### src/hdl/gbi_pkg.sv
// shared types, codes and helpers of the gif block indexer
package gbi_pkg;

	localparam int OFFSET_WIDTH_DEF      = 32;
	localparam int FRAME_COUNT_WIDTH_DEF = 16;

	localparam int SKIP_WIDTH = 10;
	localparam int DIM_WIDTH  = 16;
	localparam int HDR_LEN    = 13;

	// signature bytes "GIF87a" / "GIF89a"
	localparam logic [7:0] SIG_G    = 8'h47;
	localparam logic [7:0] SIG_I    = 8'h49;
	localparam logic [7:0] SIG_F    = 8'h46;
	localparam logic [7:0] SIG_8    = 8'h38;
	localparam logic [7:0] SIG_7    = 8'h37;
	localparam logic [7:0] SIG_9    = 8'h39;
	localparam logic [7:0] SIG_A    = 8'h61;

	// block introducers and labels
	localparam logic [7:0] MARK_TRAILER = 8'h3b;
	localparam logic [7:0] MARK_EXT     = 8'h21;
	localparam logic [7:0] MARK_IMAGE   = 8'h2c;
	localparam logic [7:0] LABEL_GCE    = 8'hf9;

	// header byte positions
	localparam logic [3:0] HP_SIG0   = 4'd0;
	localparam logic [3:0] HP_SIG1   = 4'd1;
	localparam logic [3:0] HP_SIG2   = 4'd2;
	localparam logic [3:0] HP_SIG3   = 4'd3;
	localparam logic [3:0] HP_SIG4   = 4'd4;
	localparam logic [3:0] HP_SIG5   = 4'd5;
	localparam logic [3:0] HP_W_LO   = 4'd6;
	localparam logic [3:0] HP_W_HI   = 4'd7;
	localparam logic [3:0] HP_H_LO   = 4'd8;
	localparam logic [3:0] HP_H_HI   = 4'd9;
	localparam logic [3:0] HP_PACKED = 4'd10;
	localparam logic [3:0] HP_LAST   = 4'(HDR_LEN - 1);

	// image descriptor bytes after the separator
	localparam logic [SKIP_WIDTH-1:0] DESC_LEN = SKIP_WIDTH'(9);

	typedef enum logic [3:0] {
		PH_HEADER    = 4'd0,
		PH_GCT       = 4'd1,
		PH_MARKER    = 4'd2,
		PH_EXT_LABEL = 4'd3,
		PH_EXT_LEN   = 4'd4,
		PH_EXT_DATA  = 4'd5,
		PH_DESC      = 4'd6,
		PH_LCT       = 4'd7,
		PH_LZW_MIN   = 4'd8,
		PH_IMG_LEN   = 4'd9,
		PH_IMG_DATA  = 4'd10
	} phase_t;

	typedef enum logic [1:0] {
		EV_HEADER = 2'd0,
		EV_FRAME  = 2'd1,
		EV_DONE   = 2'd2,
		EV_ERROR  = 2'd3
	} event_t;

	typedef enum logic [2:0] {
		ERR_NONE      = 3'd0,
		ERR_SIGNATURE = 3'd1,
		ERR_CANVAS    = 3'd2,
		ERR_MARKER    = 3'd3,
		ERR_TRUNCATED = 3'd4,
		ERR_NO_FRAMES = 3'd5
	} err_t;

	// header checker results for one byte
	typedef struct packed {
		err_t                  err;
		logic [DIM_WIDTH-1:0]  width;
		logic [DIM_WIDTH-1:0]  height;
		logic                  skip_load;
		logic [SKIP_WIDTH-1:0] skip;
		logic                  last_hdr_byte;
	} hdr_res_t;

	// colour table size in bytes from a packed field
	function automatic logic [SKIP_WIDTH-1:0] table_skip(input logic [7:0] packed_b);
		logic [3:0] sh;
		sh = {1'b0, packed_b[2:0]} + 4'd1;
		if (!packed_b[7])
			table_skip = '0;
		else
			table_skip = SKIP_WIDTH'(3) << sh;
	endfunction

endpackage

### src/hdl/gbi_data_if.sv
// byte channel into the gif block indexer
interface gbi_data_if;
	logic       valid;
	logic       ready;
	logic [7:0] data_byte;
	logic       first_byte;
	logic       last_byte;

	modport source (output valid, output data_byte, output first_byte, output last_byte,
		input ready);
	modport sink (input valid, input data_byte, input first_byte, input last_byte,
		output ready);
endinterface

### src/hdl/gbi_rec_if.sv
// record channel out of the gif block indexer
interface gbi_rec_if #(
	parameter int OFS_W = 32,
	parameter int FRM_W = 16
);
	logic             valid;
	logic             ready;
	logic [1:0]       event_res;
	logic [2:0]       fault_code;
	logic [15:0]      scr_width;
	logic [15:0]      scr_height;
	logic [OFS_W-1:0] prefix_len;
	logic [FRM_W-1:0] frame_number;
	logic [OFS_W-1:0] control_begin;
	logic [OFS_W-1:0] control_end;
	logic [OFS_W-1:0] img_start;
	logic [OFS_W-1:0] img_stop;

	modport source (output valid, output event_res, output fault_code, output scr_width,
		output scr_height, output prefix_len, output frame_number, output control_begin,
		output control_end, output img_start, output img_stop, input ready);
	modport sink (input valid, input event_res, input fault_code, input scr_width,
		input scr_height, input prefix_len, input frame_number, input control_begin,
		input control_end, input img_start, input img_stop, output ready);
endinterface

### src/hdl/gif_block_indexer_top.sv
// top level of the gif block indexer: byte walker and record register
//
// The block takes a GIF file one byte per word on data_ch and walks its container
// structure: signature, logical screen, global colour table, extension blocks and
// image descriptors with their local colour tables and data sub-blocks. It sends a
// header record once the prefix is passed, one frame record per image (with the span
// of the last graphic control extension since the prior image, and its own span),
// and a closing record, done or error, on rec_ch. A byte with first_byte set restarts
// parsing at offset 0; after a closing record bytes are swallowed until such a restart.
// A byte is taken in every clock cycle as long as the record register is free or being
// emptied in the same cycle, so the sustained rate is one byte per cycle; the record
// caused by a byte is on rec_ch in the cycle after that byte is taken. Offsets are
// OFFSET_WIDTH bits and wrap; the frame counter saturates at FRAME_COUNT_WIDTH bits.
module gif_block_indexer_top #(
	parameter int OFFSET_WIDTH      = gbi_pkg::OFFSET_WIDTH_DEF,
	parameter int FRAME_COUNT_WIDTH = gbi_pkg::FRAME_COUNT_WIDTH_DEF
) (
	input  logic       clk,
	input  logic       arst_n,
	gbi_data_if.sink   data_ch,
	gbi_rec_if.source  rec_ch
);
	import gbi_pkg::*;

	localparam int OW = OFFSET_WIDTH;
	localparam int FW = FRAME_COUNT_WIDTH;

	// parser state
	phase_t                phase_q;
	logic [OW-1:0]         pos_q;
	logic [SKIP_WIDTH-1:0] skip_q;
	logic [DIM_WIDTH-1:0]  width_q;
	logic [DIM_WIDTH-1:0]  height_q;
	logic [OW-1:0]         ext_start_q;
	logic                  ext_ctl_q;
	logic [OW-1:0]         ctl_begin_q;
	logic [OW-1:0]         ctl_end_q;
	logic [OW-1:0]         img_begin_q;
	logic [FW-1:0]         frames_q;
	logic                  finished_q;

	// state as seen by the current byte (cleared by first_byte)
	phase_t                cur_phase;
	logic [OW-1:0]         cur_pos;
	logic [SKIP_WIDTH-1:0] cur_skip;
	logic [DIM_WIDTH-1:0]  cur_width;
	logic [DIM_WIDTH-1:0]  cur_height;
	logic [OW-1:0]         cur_ext_start;
	logic                  cur_ext_ctl;
	logic [OW-1:0]         cur_ctl_begin;
	logic [OW-1:0]         cur_ctl_end;
	logic [OW-1:0]         cur_img_begin;
	logic [FW-1:0]         cur_frames;
	logic                  cur_finished;

	// next state
	phase_t                n_phase;
	logic [OW-1:0]         n_pos;
	logic [SKIP_WIDTH-1:0] n_skip;
	logic [DIM_WIDTH-1:0]  n_width;
	logic [DIM_WIDTH-1:0]  n_height;
	logic [OW-1:0]         n_ext_start;
	logic                  n_ext_ctl;
	logic [OW-1:0]         n_ctl_begin;
	logic [OW-1:0]         n_ctl_end;
	logic [OW-1:0]         n_img_begin;
	logic [FW-1:0]         n_frames;
	logic                  n_finished;

	// record produced by the current byte
	logic                  r_valid;
	event_t                r_event;
	err_t                  r_err;
	logic [OW-1:0]         r_prefix;
	logic [FW-1:0]         r_fnum;
	logic [OW-1:0]         r_cb;
	logic [OW-1:0]         r_ce;
	logic [OW-1:0]         r_ib;
	logic [OW-1:0]         r_ie;

	// record register
	logic                  rec_valid_q;
	event_t                rec_event_q;
	err_t                  rec_err_q;
	logic [DIM_WIDTH-1:0]  rec_width_q;
	logic [DIM_WIDTH-1:0]  rec_height_q;
	logic [OW-1:0]         rec_prefix_q;
	logic [FW-1:0]         rec_fnum_q;
	logic [OW-1:0]         rec_cb_q;
	logic [OW-1:0]         rec_ce_q;
	logic [OW-1:0]         rec_ib_q;
	logic [OW-1:0]         rec_ie_q;

	logic                  take;
	logic [7:0]            b;
	logic [OW-1:0]         pos_next;
	logic [SKIP_WIDTH-1:0] skip_dec;
	logic [SKIP_WIDTH-1:0] b_table;
	hdr_res_t              hdr;

	// a word is taken whenever the record register is free or drains this cycle
	assign data_ch.ready = !rec_valid_q || rec_ch.ready;
	assign take          = data_ch.valid && data_ch.ready;
	assign b             = data_ch.data_byte;

	// first_byte behaves as a reset ahead of the byte it marks
	always_comb begin
		if (data_ch.first_byte) begin
			cur_phase     = PH_HEADER;
			cur_pos       = '0;
			cur_skip      = '0;
			cur_width     = '0;
			cur_height    = '0;
			cur_ext_start = '0;
			cur_ext_ctl   = 1'b0;
			cur_ctl_begin = '0;
			cur_ctl_end   = '0;
			cur_img_begin = '0;
			cur_frames    = '0;
			cur_finished  = 1'b0;
		end else begin
			cur_phase     = phase_q;
			cur_pos       = pos_q;
			cur_skip      = skip_q;
			cur_width     = width_q;
			cur_height    = height_q;
			cur_ext_start = ext_start_q;
			cur_ext_ctl   = ext_ctl_q;
			cur_ctl_begin = ctl_begin_q;
			cur_ctl_end   = ctl_end_q;
			cur_img_begin = img_begin_q;
			cur_frames    = frames_q;
			cur_finished  = finished_q;
		end
	end

	assign pos_next = cur_pos + OW'(1);
	assign skip_dec = cur_skip - SKIP_WIDTH'(1);
	assign b_table  = table_skip(b);

	// the first thirteen bytes are checked in their own unit
	gbi_header u_header (
		.data_byte  (b),
		.pos_lo     (cur_pos[3:0]),
		.pos_in_hdr (cur_pos[OW-1:4] == '0),
		.width      (cur_width),
		.height     (cur_height),
		.res        (hdr)
	);

	// one parse step per byte
	always_comb begin
		n_phase     = cur_phase;
		n_pos       = pos_next;
		n_skip      = cur_skip;
		n_width     = cur_width;
		n_height    = cur_height;
		n_ext_start = cur_ext_start;
		n_ext_ctl   = cur_ext_ctl;
		n_ctl_begin = cur_ctl_begin;
		n_ctl_end   = cur_ctl_end;
		n_img_begin = cur_img_begin;
		n_frames    = cur_frames;
		n_finished  = cur_finished;
		r_valid     = 1'b0;
		r_event     = EV_HEADER;
		r_err       = ERR_NONE;
		r_prefix    = '0;
		r_fnum      = '0;
		r_cb        = '0;
		r_ce        = '0;
		r_ib        = '0;
		r_ie        = '0;

		case (cur_phase)
			PH_HEADER: begin
				n_width  = hdr.width;
				n_height = hdr.height;
				r_err    = hdr.err;
				if (hdr.skip_load) n_skip = hdr.skip;
				if (hdr.last_hdr_byte) begin
					if (cur_skip != '0) begin
						n_phase = PH_GCT;
					end else begin
						r_valid  = 1'b1;
						r_event  = EV_HEADER;
						r_prefix = pos_next;
						n_phase  = PH_MARKER;
					end
				end
			end
			PH_GCT: begin
				n_skip = skip_dec;
				if (skip_dec == '0) begin
					r_valid  = 1'b1;
					r_event  = EV_HEADER;
					r_prefix = pos_next;
					n_phase  = PH_MARKER;
				end
			end
			PH_MARKER: begin
				if (b == MARK_TRAILER) begin
					if (cur_frames != '0) begin
						r_valid = 1'b1;
						r_event = EV_DONE;
					end else begin
						r_err = ERR_NO_FRAMES;
					end
				end else if (b == MARK_EXT) begin
					n_ext_start = cur_pos;
					n_phase     = PH_EXT_LABEL;
				end else if (b == MARK_IMAGE) begin
					n_img_begin = cur_pos;
					n_skip      = DESC_LEN;
					n_phase     = PH_DESC;
				end else begin
					r_err = ERR_MARKER;
				end
			end
			PH_EXT_LABEL: begin
				n_ext_ctl = (b == LABEL_GCE);
				n_phase   = PH_EXT_LEN;
			end
			PH_EXT_LEN: begin
				if (b == 8'h00) begin
					// block terminator: a control extension becomes pending
					if (cur_ext_ctl) begin
						n_ctl_begin = cur_ext_start;
						n_ctl_end   = pos_next;
					end
					n_phase = PH_MARKER;
				end else begin
					n_skip  = SKIP_WIDTH'(b);
					n_phase = PH_EXT_DATA;
				end
			end
			PH_EXT_DATA: begin
				n_skip = skip_dec;
				if (skip_dec == '0) n_phase = PH_EXT_LEN;
			end
			PH_DESC: begin
				n_skip = skip_dec;
				if (skip_dec == '0) begin
					// last descriptor byte holds the local table flag
					n_skip  = b_table;
					n_phase = (b_table != '0) ? PH_LCT : PH_LZW_MIN;
				end
			end
			PH_LCT: begin
				n_skip = skip_dec;
				if (skip_dec == '0) n_phase = PH_LZW_MIN;
			end
			PH_LZW_MIN: n_phase = PH_IMG_LEN;
			PH_IMG_LEN: begin
				if (b == 8'h00) begin
					r_valid     = 1'b1;
					r_event     = EV_FRAME;
					r_fnum      = cur_frames;
					r_cb        = cur_ctl_begin;
					r_ce        = cur_ctl_end;
					r_ib        = cur_img_begin;
					r_ie        = pos_next;
					if (cur_frames != '1) n_frames = cur_frames + FW'(1);
					n_ctl_begin = '0;
					n_ctl_end   = '0;
					n_phase     = PH_MARKER;
				end else begin
					n_skip  = SKIP_WIDTH'(b);
					n_phase = PH_IMG_DATA;
				end
			end
			PH_IMG_DATA: begin
				n_skip = skip_dec;
				if (skip_dec == '0) n_phase = PH_IMG_LEN;
			end
			default: r_err = ERR_MARKER;
		endcase

		// closing records: an error wins, then done, then an early end of file
		if (r_err != ERR_NONE) begin
			r_valid    = 1'b1;
			r_event    = EV_ERROR;
			n_finished = 1'b1;
		end else if (r_valid && r_event == EV_DONE) begin
			n_finished = 1'b1;
		end else if (data_ch.last_byte) begin
			r_valid    = 1'b1;
			r_event    = EV_ERROR;
			r_err      = ERR_TRUNCATED;
			n_finished = 1'b1;
		end

		if (r_event != EV_HEADER) r_prefix = '0;
		if (r_event != EV_FRAME) begin
			r_fnum = '0;
			r_cb   = '0;
			r_ce   = '0;
			r_ib   = '0;
			r_ie   = '0;
		end

		// once finished the byte changes nothing and gives no record
		if (cur_finished) begin
			n_phase     = cur_phase;
			n_pos       = cur_pos;
			n_skip      = cur_skip;
			n_width     = cur_width;
			n_height    = cur_height;
			n_ext_start = cur_ext_start;
			n_ext_ctl   = cur_ext_ctl;
			n_ctl_begin = cur_ctl_begin;
			n_ctl_end   = cur_ctl_end;
			n_img_begin = cur_img_begin;
			n_frames    = cur_frames;
			n_finished  = cur_finished;
			r_valid     = 1'b0;
		end
	end

	// parser state registers
	always_ff @(posedge clk or negedge arst_n) begin
		if (!arst_n) begin
			phase_q     <= PH_HEADER;
			pos_q       <= '0;
			skip_q      <= '0;
			width_q     <= '0;
			height_q    <= '0;
			ext_start_q <= '0;
			ext_ctl_q   <= 1'b0;
			ctl_begin_q <= '0;
			ctl_end_q   <= '0;
			img_begin_q <= '0;
			frames_q    <= '0;
			finished_q  <= 1'b0;
		end else if (take) begin
			phase_q     <= n_phase;
			pos_q       <= n_pos;
			skip_q      <= n_skip;
			width_q     <= n_width;
			height_q    <= n_height;
			ext_start_q <= n_ext_start;
			ext_ctl_q   <= n_ext_ctl;
			ctl_begin_q <= n_ctl_begin;
			ctl_end_q   <= n_ctl_end;
			img_begin_q <= n_img_begin;
			frames_q    <= n_frames;
			finished_q  <= n_finished;
		end
	end

	// record valid flag
	always_ff @(posedge clk or negedge arst_n) begin
		if (!arst_n) begin
			rec_valid_q <= 1'b0;
		end else if (take && r_valid) begin
			rec_valid_q <= 1'b1;
		end else if (rec_ch.ready) begin
			rec_valid_q <= 1'b0;
		end
	end

	// record payload, loaded only with a new record
	always_ff @(posedge clk) begin
		if (take && r_valid) begin
			rec_event_q  <= r_event;
			rec_err_q    <= r_err;
			rec_width_q  <= n_width;
			rec_height_q <= n_height;
			rec_prefix_q <= r_prefix;
			rec_fnum_q   <= r_fnum;
			rec_cb_q     <= r_cb;
			rec_ce_q     <= r_ce;
			rec_ib_q     <= r_ib;
			rec_ie_q     <= r_ie;
		end
	end

	assign rec_ch.valid         = rec_valid_q;
	assign rec_ch.event_res     = rec_event_q;
	assign rec_ch.fault_code    = rec_err_q;
	assign rec_ch.scr_width     = rec_width_q;
	assign rec_ch.scr_height    = rec_height_q;
	assign rec_ch.prefix_len    = rec_prefix_q;
	assign rec_ch.frame_number  = rec_fnum_q;
	assign rec_ch.control_begin = rec_cb_q;
	assign rec_ch.control_end   = rec_ce_q;
	assign rec_ch.img_start     = rec_ib_q;
	assign rec_ch.img_stop      = rec_ie_q;

endmodule

### src/hdl/gbi_header.sv
// header byte checker: signature, screen size and global table flag
module gbi_header (
	input  logic [7:0]                   data_byte,
	input  logic [3:0]                   pos_lo,
	input  logic                         pos_in_hdr,
	input  logic [gbi_pkg::DIM_WIDTH-1:0] width,
	input  logic [gbi_pkg::DIM_WIDTH-1:0] height,
	output gbi_pkg::hdr_res_t            res
);
	import gbi_pkg::*;

	always_comb begin
		res = '{err: ERR_NONE, width: width, height: height, skip_load: 1'b0,
			skip: '0, last_hdr_byte: 1'b0};
		if (pos_in_hdr) begin
			case (pos_lo)
				HP_SIG0: begin
					if (data_byte != SIG_G) res.err = ERR_SIGNATURE;
				end
				HP_SIG1: begin
					if (data_byte != SIG_I) res.err = ERR_SIGNATURE;
				end
				HP_SIG2: begin
					if (data_byte != SIG_F) res.err = ERR_SIGNATURE;
				end
				HP_SIG3: begin
					if (data_byte != SIG_8) res.err = ERR_SIGNATURE;
				end
				HP_SIG4: begin
					if (data_byte != SIG_7 && data_byte != SIG_9) res.err = ERR_SIGNATURE;
				end
				HP_SIG5: begin
					if (data_byte != SIG_A) res.err = ERR_SIGNATURE;
				end
				HP_W_LO: res.width = {8'h00, data_byte};
				HP_W_HI: res.width = width | {data_byte, 8'h00};
				HP_H_LO: res.height = {8'h00, data_byte};
				HP_H_HI: begin
					res.height = height | {data_byte, 8'h00};
					if (width == '0 || res.height == '0) res.err = ERR_CANVAS;
				end
				HP_PACKED: begin
					res.skip_load = 1'b1;
					res.skip      = table_skip(data_byte);
				end
				HP_LAST: res.last_hdr_byte = 1'b1;
				default: ;
			endcase
		end
	end

endmodule

### src/flat_wrapper.sv
// flat-port wrapper written by rule: the top's interface ports become plain ports
module gif_block_indexer_top_flat import gbi_pkg::*;
#(
	parameter int OFFSET_WIDTH      = gbi_pkg::OFFSET_WIDTH_DEF,
	parameter int FRAME_COUNT_WIDTH = gbi_pkg::FRAME_COUNT_WIDTH_DEF
)
  (clk, arst_n, data_ch_valid, data_ch_data_byte, data_ch_first_byte, data_ch_last_byte, data_ch_ready, rec_ch_valid, rec_ch_event_res, rec_ch_fault_code, rec_ch_scr_width, rec_ch_scr_height, rec_ch_prefix_len, rec_ch_frame_number, rec_ch_control_begin, rec_ch_control_end, rec_ch_img_start, rec_ch_img_stop, rec_ch_ready);
  gbi_data_if data_ch_i ();
  gbi_rec_if #(.OFS_W(32), .FRM_W(16)) rec_ch_i ();
  input  logic clk;
  input  logic arst_n;
  input wire logic [$bits(data_ch_i.valid)-1:0] data_ch_valid;
  input wire logic [$bits(data_ch_i.data_byte)-1:0] data_ch_data_byte;
  input wire logic [$bits(data_ch_i.first_byte)-1:0] data_ch_first_byte;
  input wire logic [$bits(data_ch_i.last_byte)-1:0] data_ch_last_byte;
  output wire logic [$bits(data_ch_i.ready)-1:0] data_ch_ready;
  output wire logic [$bits(rec_ch_i.valid)-1:0] rec_ch_valid;
  output wire logic [$bits(rec_ch_i.event_res)-1:0] rec_ch_event_res;
  output wire logic [$bits(rec_ch_i.fault_code)-1:0] rec_ch_fault_code;
  output wire logic [$bits(rec_ch_i.scr_width)-1:0] rec_ch_scr_width;
  output wire logic [$bits(rec_ch_i.scr_height)-1:0] rec_ch_scr_height;
  output wire logic [$bits(rec_ch_i.prefix_len)-1:0] rec_ch_prefix_len;
  output wire logic [$bits(rec_ch_i.frame_number)-1:0] rec_ch_frame_number;
  output wire logic [$bits(rec_ch_i.control_begin)-1:0] rec_ch_control_begin;
  output wire logic [$bits(rec_ch_i.control_end)-1:0] rec_ch_control_end;
  output wire logic [$bits(rec_ch_i.img_start)-1:0] rec_ch_img_start;
  output wire logic [$bits(rec_ch_i.img_stop)-1:0] rec_ch_img_stop;
  input wire logic [$bits(rec_ch_i.ready)-1:0] rec_ch_ready;
  assign data_ch_i.valid = data_ch_valid;
  assign data_ch_i.data_byte = data_ch_data_byte;
  assign data_ch_i.first_byte = data_ch_first_byte;
  assign data_ch_i.last_byte = data_ch_last_byte;
  assign data_ch_ready = data_ch_i.ready;
  assign rec_ch_valid = rec_ch_i.valid;
  assign rec_ch_event_res = rec_ch_i.event_res;
  assign rec_ch_fault_code = rec_ch_i.fault_code;
  assign rec_ch_scr_width = rec_ch_i.scr_width;
  assign rec_ch_scr_height = rec_ch_i.scr_height;
  assign rec_ch_prefix_len = rec_ch_i.prefix_len;
  assign rec_ch_frame_number = rec_ch_i.frame_number;
  assign rec_ch_control_begin = rec_ch_i.control_begin;
  assign rec_ch_control_end = rec_ch_i.control_end;
  assign rec_ch_img_start = rec_ch_i.img_start;
  assign rec_ch_img_stop = rec_ch_i.img_stop;
  assign rec_ch_i.ready = rec_ch_ready;
  gif_block_indexer_top #(.OFFSET_WIDTH(OFFSET_WIDTH), .FRAME_COUNT_WIDTH(FRAME_COUNT_WIDTH)) u_core (.clk(clk), .arst_n(arst_n), .data_ch(data_ch_i), .rec_ch(rec_ch_i));
endmodule
### config.mk
export PLATFORM = sky130hd
export DESIGN_NAME = gif_block_indexer_top_flat
export DESIGN_NICKNAME = d
export VERILOG_FILES = /design/src/hdl/gbi_pkg.sv /design/src/hdl/gbi_data_if.sv /design/src/hdl/gbi_rec_if.sv /design/src/hdl/gif_block_indexer_top.sv /design/src/hdl/gbi_header.sv /design/src/flat_wrapper.sv
export SDC_FILE = /design/constraint.sdc
export NUM_CORES = 1
export LEC_CHECK = 0
export BUFFER_PORTS_ARGS = -buffer_cell sky130_fd_sc_hd__buf_2
export CAP_MARGIN = 20
export CORE_ASPECT_RATIO = 1.2
export CORE_MARGIN = 5
export CORE_UTILIZATION = 59
export CTS_CLUSTER_SIZE = 25
export DETAILED_ROUTE_END_ITERATION = 10
export GPL_TIMING_DRIVEN = 0
export PLACE_DENSITY = 0.91
export SETUP_SLACK_MARGIN = 0.4
export SYNTH_ARGS = -nofsm -noshare
export SYNTH_HDL_FRONTEND = slang
export SYNTH_SLANG_ARGS = --single-unit
### constraint.sdc
create_clock -name clk -period 23.9 [get_ports clk]
set_clock_uncertainty 0.05 [all_clocks]
set_input_delay 4.78 -clock clk [delete_from_list [all_inputs] [get_ports clk]]
set_output_delay 4.78 -clock clk [all_outputs]
set_load 0.02 [all_outputs]
==> flow_summary.yaml, run 1 <==
run_status:
  status: "finished, final reports clean"
min_path:
  hold_class: "flop to flop"
power:
  seq_power_share_pct: 45.3
  p_int_mw: 1.39
  irDropWorstVdd_mv: 0.0528
  p_switching_mw: 0.600
  combPwrFrac_pct: 20.0
  powerDensity_nw_per_um2: 81.5
  p_leak_nw: 9.25
  clkPwrFrac_pct: 34.7
  netSwitchingFraction_pct: 30.2
synth:
  syn-instance-count: 1881
  synthFlopType: "dfrtp_1"
  yosysWarnings: 0
  synth.avg_cell_area_um2: 11.2
  synth_nets: 1904
  syn-cell-area_um2: 21100
  seq_area_frac_synth_pct: 57.1
  yosys-top-cells-area: "edfxtp_1 (30%), dfrtp_1 (27%), nor3_2 (5.7%), a22o_1 (3.4%), nand2_1 (3.3%)"
  async_reset_ff_share_pct: 51.4
  synth_enable_flop_cells: 213
  synth_top_area_share_pct: 30.3
  yosysUniqueCellTypes: 102
  ys_seq_elements: 438
  synth_top_cell_by_area: "edfxtp_1"
floorplan:
  rows: 75
  initial_core_util_pct: 60.1
  die-width_um: 183
  core_um2: 35100
  dieArea_um2: 39600
  pin_count: 229
  die_h_um: 217
grt:
  grt_max_degree: 117
  overflow: 0
  grt_pass1_wl_mm: 99.0
  grt_pass1_vias: 17439
  antenna_found_initial: 0
  grt.total_usage_pct: 31.7
setup_path:
  critPathArrivalTime_ps: 5530
  critPathLaunchType: "input pin"
  crit_type: "input pin to primary output"
  worstPathRequired_ps: 19070
  end_kind: "primary output"
  crit_fanout: 6
clocking:
  cts_resized: 0
  path_clk_slew_ps: 60
  clk-insertion-delay-late_ps: 550
  clk_path_buf_depth: 3
  numCtsBuffers: 42
  h-tree-depth: 2
  cts.hold.buffers_added: 0
  cts-root-buf: "clkbuf_16"
  tritoncts: "built"
  cts_setup_buffers: 0
  cts_sinks: 438
drt:
  wirelength_mm: 64.5
  drt_iter0_markers: 2141
  dr.pass1.iters: 8
  via_per_inst: 6.55
  dr_total_vias: 17403
  ant_nets: 0
  drt-wirelength-per-cell_um: 24.3
  drcViolationCount: 0
layout:
  utilization_pct: 69.5
  final_nets: 2183
  drive_gt1_share_pct: 23.9
  insertedDiodeCount: 0
  syn_to_final_growth_pct: 15.7
  fillCellCount: 2348
place:
  dp_hpwl_mm: 45.0
  io_buffers: 228
  gp_congestion: 0.978
timing:
  setup_violations: 0
  max_freq_ghz: 0.0965
  worst_pin_slew_ps: 994
  fin_crit_ps: 10360
  rsz0062_at_grt: "no"
  setup_tns_ps: 0
  finalCritPeriodShare_pct: 43.4
  drv_slew: 0
  finalHoldViolCount: 0
  relSlewSlack_pct: 33.7
flow_run:
  maxCapViolCount: 0
## registers in the layout (all words and copies together) (netlist names), 32 cells and up
| signal | cells |
|---|---|
| u_core.img_begin_q | 32 |
| u_core.rec_ch.prefix_len | 32 |
| u_core.ctl_begin_q | 32 |
| u_core.rec_ch.control_end | 32 |
| u_core.ext_start_q | 32 |
| u_core.rec_ch.img_stop | 32 |
| u_core.ctl_end_q | 32 |
| u_core.pos_q | 32 |
| u_core.rec_ch.control_begin | 32 |
| u_core.rec_ch.img_start | 32 |
## power groups by stage
stage | clock (mW) | combinational [mW] | sequential (mW)
6_report | 0.691 | 0.397 | 0.900
3_3_place_gp | 0 | 0.369 | 0.921
3_5_place_dp | 0 | 0.385 | 0.912
2_1_floorplan | 0 | 0.224 | 0.948
5_1_grt | 0.726 | 0.421 | 0.905
4_1_cts | 0.691 | 0.389 | 0.899
## final timing paths
kind | startpoint | endpoint | slack (ps) | cells after the start
setup / recovery | rec_ch_ready | data_ch_ready | 13540 | 4
hold reg to reg | u_core.ctl_end_q[22] | u_core.ctl_end_q[22] | 440 | 2
setup reg to reg | u_core.skip_q[1] | u_core.rec_ch.control_begin[8] | 18890 | 13
max in group asynchronous | arst_n | u_core.img_begin_q[2] | 18410 | 2
min in group asynchronous | arst_n | u_core.height_q[11] | 4240 | 1
hold / removal | u_core.ctl_end_q[22] | u_core.ctl_end_q[22] | 440 | 2
## cells in the mapped netlist, drive strengths merged, types with 5 or more instances
master	n
xor2	10
nor4	34
a22o	81
o22ai	37
nor2b	22
or3b	5
clkbuf	92
a21oi	40
a31oi	8
inv	131
o21ai	119
edfxtp	213
mux2i	10
and4	10
a31o	5
nor4b	7
a211oi	11
and3	20
nand4	24
nand3	27
a21o	5
and2	6
nand2	185
nor2	93
ha	9
or4	5
xnor2	33
dfrtp	225
o31ai	10
a22oi	66
nor3	164
buf	68
or2	7
nand2b	11
## per-stage QoR
stage                     cells  setup WS [ps]  power (mW)  cell area [um2]  hold WS (ps)
after CTS                  2655          13540        1.98            24400           438
after floorplan            1881          10850        1.17            21100           399
after global routing       2656          13520        2.05            24400           468
final                      2656          13540        1.99            24400           437
after detailed placement   2577          13440        1.30            22900           421
after global placement     2571           7960        1.29            22800           413
## logic make-up (layout without fill, tap and decap cells)
group / Yosys count / in the layout / share of synthesized area (%)
AOI/OAI and AO/OA: 450 / 450 / 15.5
xor gates and xnor gates: 43 / 43 / 1.79
adders and majority gates: 9 / 9 / 0.534
buffers and inverters: 291 / 604 / 6.11
DFF: 438 / 438 / 57.1
muxes: 10 / 10 / 0.475
and+or+nand+nor: 640 / 640 / 18.6
## per-layer routing
| metal | track usage [%] | vias to the layer above | share of wire (%) |
|---|---|---|---|
| li1 | - | 7417 | - |
| met2 | 53.8 | 1161 | 50 |
| met5 | 0 | - | 0 |
| met1 | 39.0 | 8561 | 35 |
| met3 | 5.68 | 264 | 8.9 |
| met4 | 16.5 | 0 | 5.8 |
## critical path: stages
cell and delay (ps):
buf_2 90, nor2b_1 240, inv_1 210, buf_2 200
## cells in the final DEF, fill, tap and decap left out, types with 30 or more instances in the layout
cell type	netlist	routed
clkbuf_16	0	48
xnor2_1	33	33
dfrtp_1	225	225
nor4_1	30	30
edfxtp_1	213	213
a21oi_1	39	39
nor2_1	83	83
a22oi_1	66	66
o21ai_0	106	106
inv_1	131	131
o22ai_1	37	37
nor3_1	41	41
buf_2	32	259
a22o_1	81	81
nor3_2	121	121
clkbuf_1	91	102
nand2_1	185	185
## layout make-up
cell class / count / area (um2) / share of cell area, %
flip-flops and latches: 438 / 12000 / 49.3
multi-input cells: 1152 / 7760 / 31.8
repair buffers: 235 / 1290 / 5.30
clock buffers: 62 / 1280 / 5.26
plain buffers: 160 / 796 / 3.26
well taps: 462 / 578 / 2.37
inverters: 131 / 492 / 2.02
clock inverters: 16 / 156 / 0.641
(Power assumes the default switching activity.)
==> inputs of run 2 (changes only) <==
clock period = 9.6 ns   (was 23.9 ns; I/O delays follow)
==> flow_summary.yaml, run 2 (same netlist as run 1, synthesis figures left out) <==
run_status:
  status: "finished, final reports clean"
layout:
  final_nets: 2182
  syn_to_final_growth_pct: 15.8
  drive_gt1_share_pct: 24.1
  utilization_pct: 69.5
  insertedDiodeCount: 0
  layout_commonest_cell: "buf_2"
  most-common-layout-cells: "buf_2 (259), dfrtp_1 (225), edfxtp_1 (213), nand2_1 (185), inv_1 (131)"
place:
  dp_hpwl_mm: 45.1
  pre_cts_ws_ps: 2380
  io_buffers: 228
  gp_congestion: 0.980
drt:
  wirelength_mm: 64.4
  drt-wirelength-per-cell_um: 24.3
  dr.pass1.iters: 8
  ant_nets: 0
  drcViolationCount: 0
  drt_iter0_markers: 2026
  dr_total_vias: 17240
  via_per_inst: 6.49
setup_path:
  crit_start: "data_ch_first_byte"
  worstPathRequired_ps: 9770
  crit_end: "u_core.rec_ch.control_end[15]"
  crit_type: "input pin to flop"
  crit_fanout: 61
  rrSetupSlack_ps: 4990
  worstReg2RegStart: "u_core.skip_q[1]"
  end_kind: "flop"
  rr_endpoint: "u_core.rec_ch.control_end[15]"
  critPathLaunchType: "input pin"
  rr_worst_depth: 12
  critPathArrivalTime_ps: 6950
power:
  netSwitchingFraction_pct: 30.4
  power_mw: 4.96
  combPwrFrac_pct: 19.8
  p_leak_nw: 9.26
  p_int_mw: 3.45
  clkPwrFrac_pct: 35.0
  p_switching_mw: 1.50
  irDropWorstVdd_mv: 0.118
  seq_power_share_pct: 45.2
  powerDensity_nw_per_um2: 203
timing:
  max_freq_ghz: 0.148
  finalHoldViolCount: 0
  fin_crit_ps: 6780
  worst_pin_slew_ps: 1010
  setup_tns_ps: 0
  finalCritPeriodShare_pct: 70.6
  fin_ws_ps: 2820
  drv_slew: 0
  relSlewSlack_pct: 32.5
  setup_violations: 0
  rsz0062_at_grt: "no"
clocking:
  path_clk_slew_ps: 60
  cts_setup_buffers: 0
  cts_sinks: 438
  clk-insertion-delay-late_ps: 560
  clk_path_buf_depth: 3
  cts.hold.buffers_added: 0
  cts-root-buf: "clkbuf_16"
  numCtsBuffers: 42
  cts_resized: 0
  h-tree-depth: 2
  tritoncts: "built"
floorplan:
  die-width_um: 183
  rows: 75
  pin_count: 229
  initial_core_util_pct: 60.1
  core_um2: 35100
  die_h_um: 217
  dieArea_um2: 39600
min_path:
  hold_class: "flop to flop"
grt:
  grt_max_degree: 99
  grt_pass1_wl_mm: 98.9
  antenna_found_initial: 1
  overflow: 0
  grt_pass1_vias: 17287
  grt.total_usage_pct: 31.8
flow_run:
  maxCapViolCount: 0
[run 2: changes by cell type in the layout (fill, tap and decap cells not counted), moves of 2 or more]
cell / previous run / this run
bufinv_16: 3 / 5
clkinv_2: 6 / 10
clkbuf_16: 48 / 45
buf_12: 4 / 0
buf_16: 2 / 5
clkbuf_1: 102 / 98
clkinvlp_4: 0 / 2
[run 2: routing by layer]
metal | share of wire [%] | GRT usage (%)
met3 | 8.5 | 5.93
met5 | 0.011 | 0
met1 | 35 | 38.4
met4 | 6.3 | 17.1
met2 | 50 | 54.1
[run 2: per-stage QoR]
stage	hold slack (ps)	std cells	area, um2
4_1_cts	434	2654	24400
6_report	435	2655	24400
3_5_place_dp	421	2576	23000
5_1_grt	458	2655	24400
2_1_floorplan	399	1881	21100
3_3_place_gp	414	2571	22800
[run 2: worst min-delay path by stage]
stage / endpoint / from / cells after the start
global route: u_core.ctl_end_q[19] / u_core.ctl_end_q[19] / 2
CTS: u_core.ctl_end_q[14] / u_core.ctl_end_q[14] / 2
floorplan: u_core.ctl_end_q[1] / u_core.ctl_end_q[1] / 2
global placement: u_core.ctl_end_q[27] / u_core.ctl_end_q[27] / 2
finish: u_core.ctl_end_q[14] / u_core.ctl_end_q[14] / 2
detailed placement: u_core.ctl_end_q[14] / u_core.ctl_end_q[14] / 2
[run 2: final cells by class]
type | instances | area (um2)
plain buffers | 160 | 796
clock buffers | 54 | 1180
clock inverters | 24 | 256
fillers | 2444 | 10700
inverters | 131 | 492
multi-input cells | 1152 | 7770
flip-flops and latches | 438 | 12000
well taps | 462 | 578
repair buffers | 234 | 1300
[run 2: critical path, stage by stage]
cell and delay (ps):
buf_2 130, buf_4 200, buf_6 160, inv_1 250, clkbuf_1 610, nand2_1 250
ha_1 330, clkbuf_1 310, o21bai_1 280, a21oi_1 490, o2111ai_4 220, nor4b_2 420
or2_1 170, o31a_4 440, buf_16 320, buf_16 330
[run 2: power by group through the flow]
stage                     clock network (mW)  registers, mW  logic, mW
after CTS                               1.73           2.24      0.964
after global placement                     0           2.28      0.918
final                                   1.74           2.24      0.980
after detailed placement                   0           2.27      0.954
after floorplan                            0           2.35      0.559
after global routing                    1.82           2.25       1.04
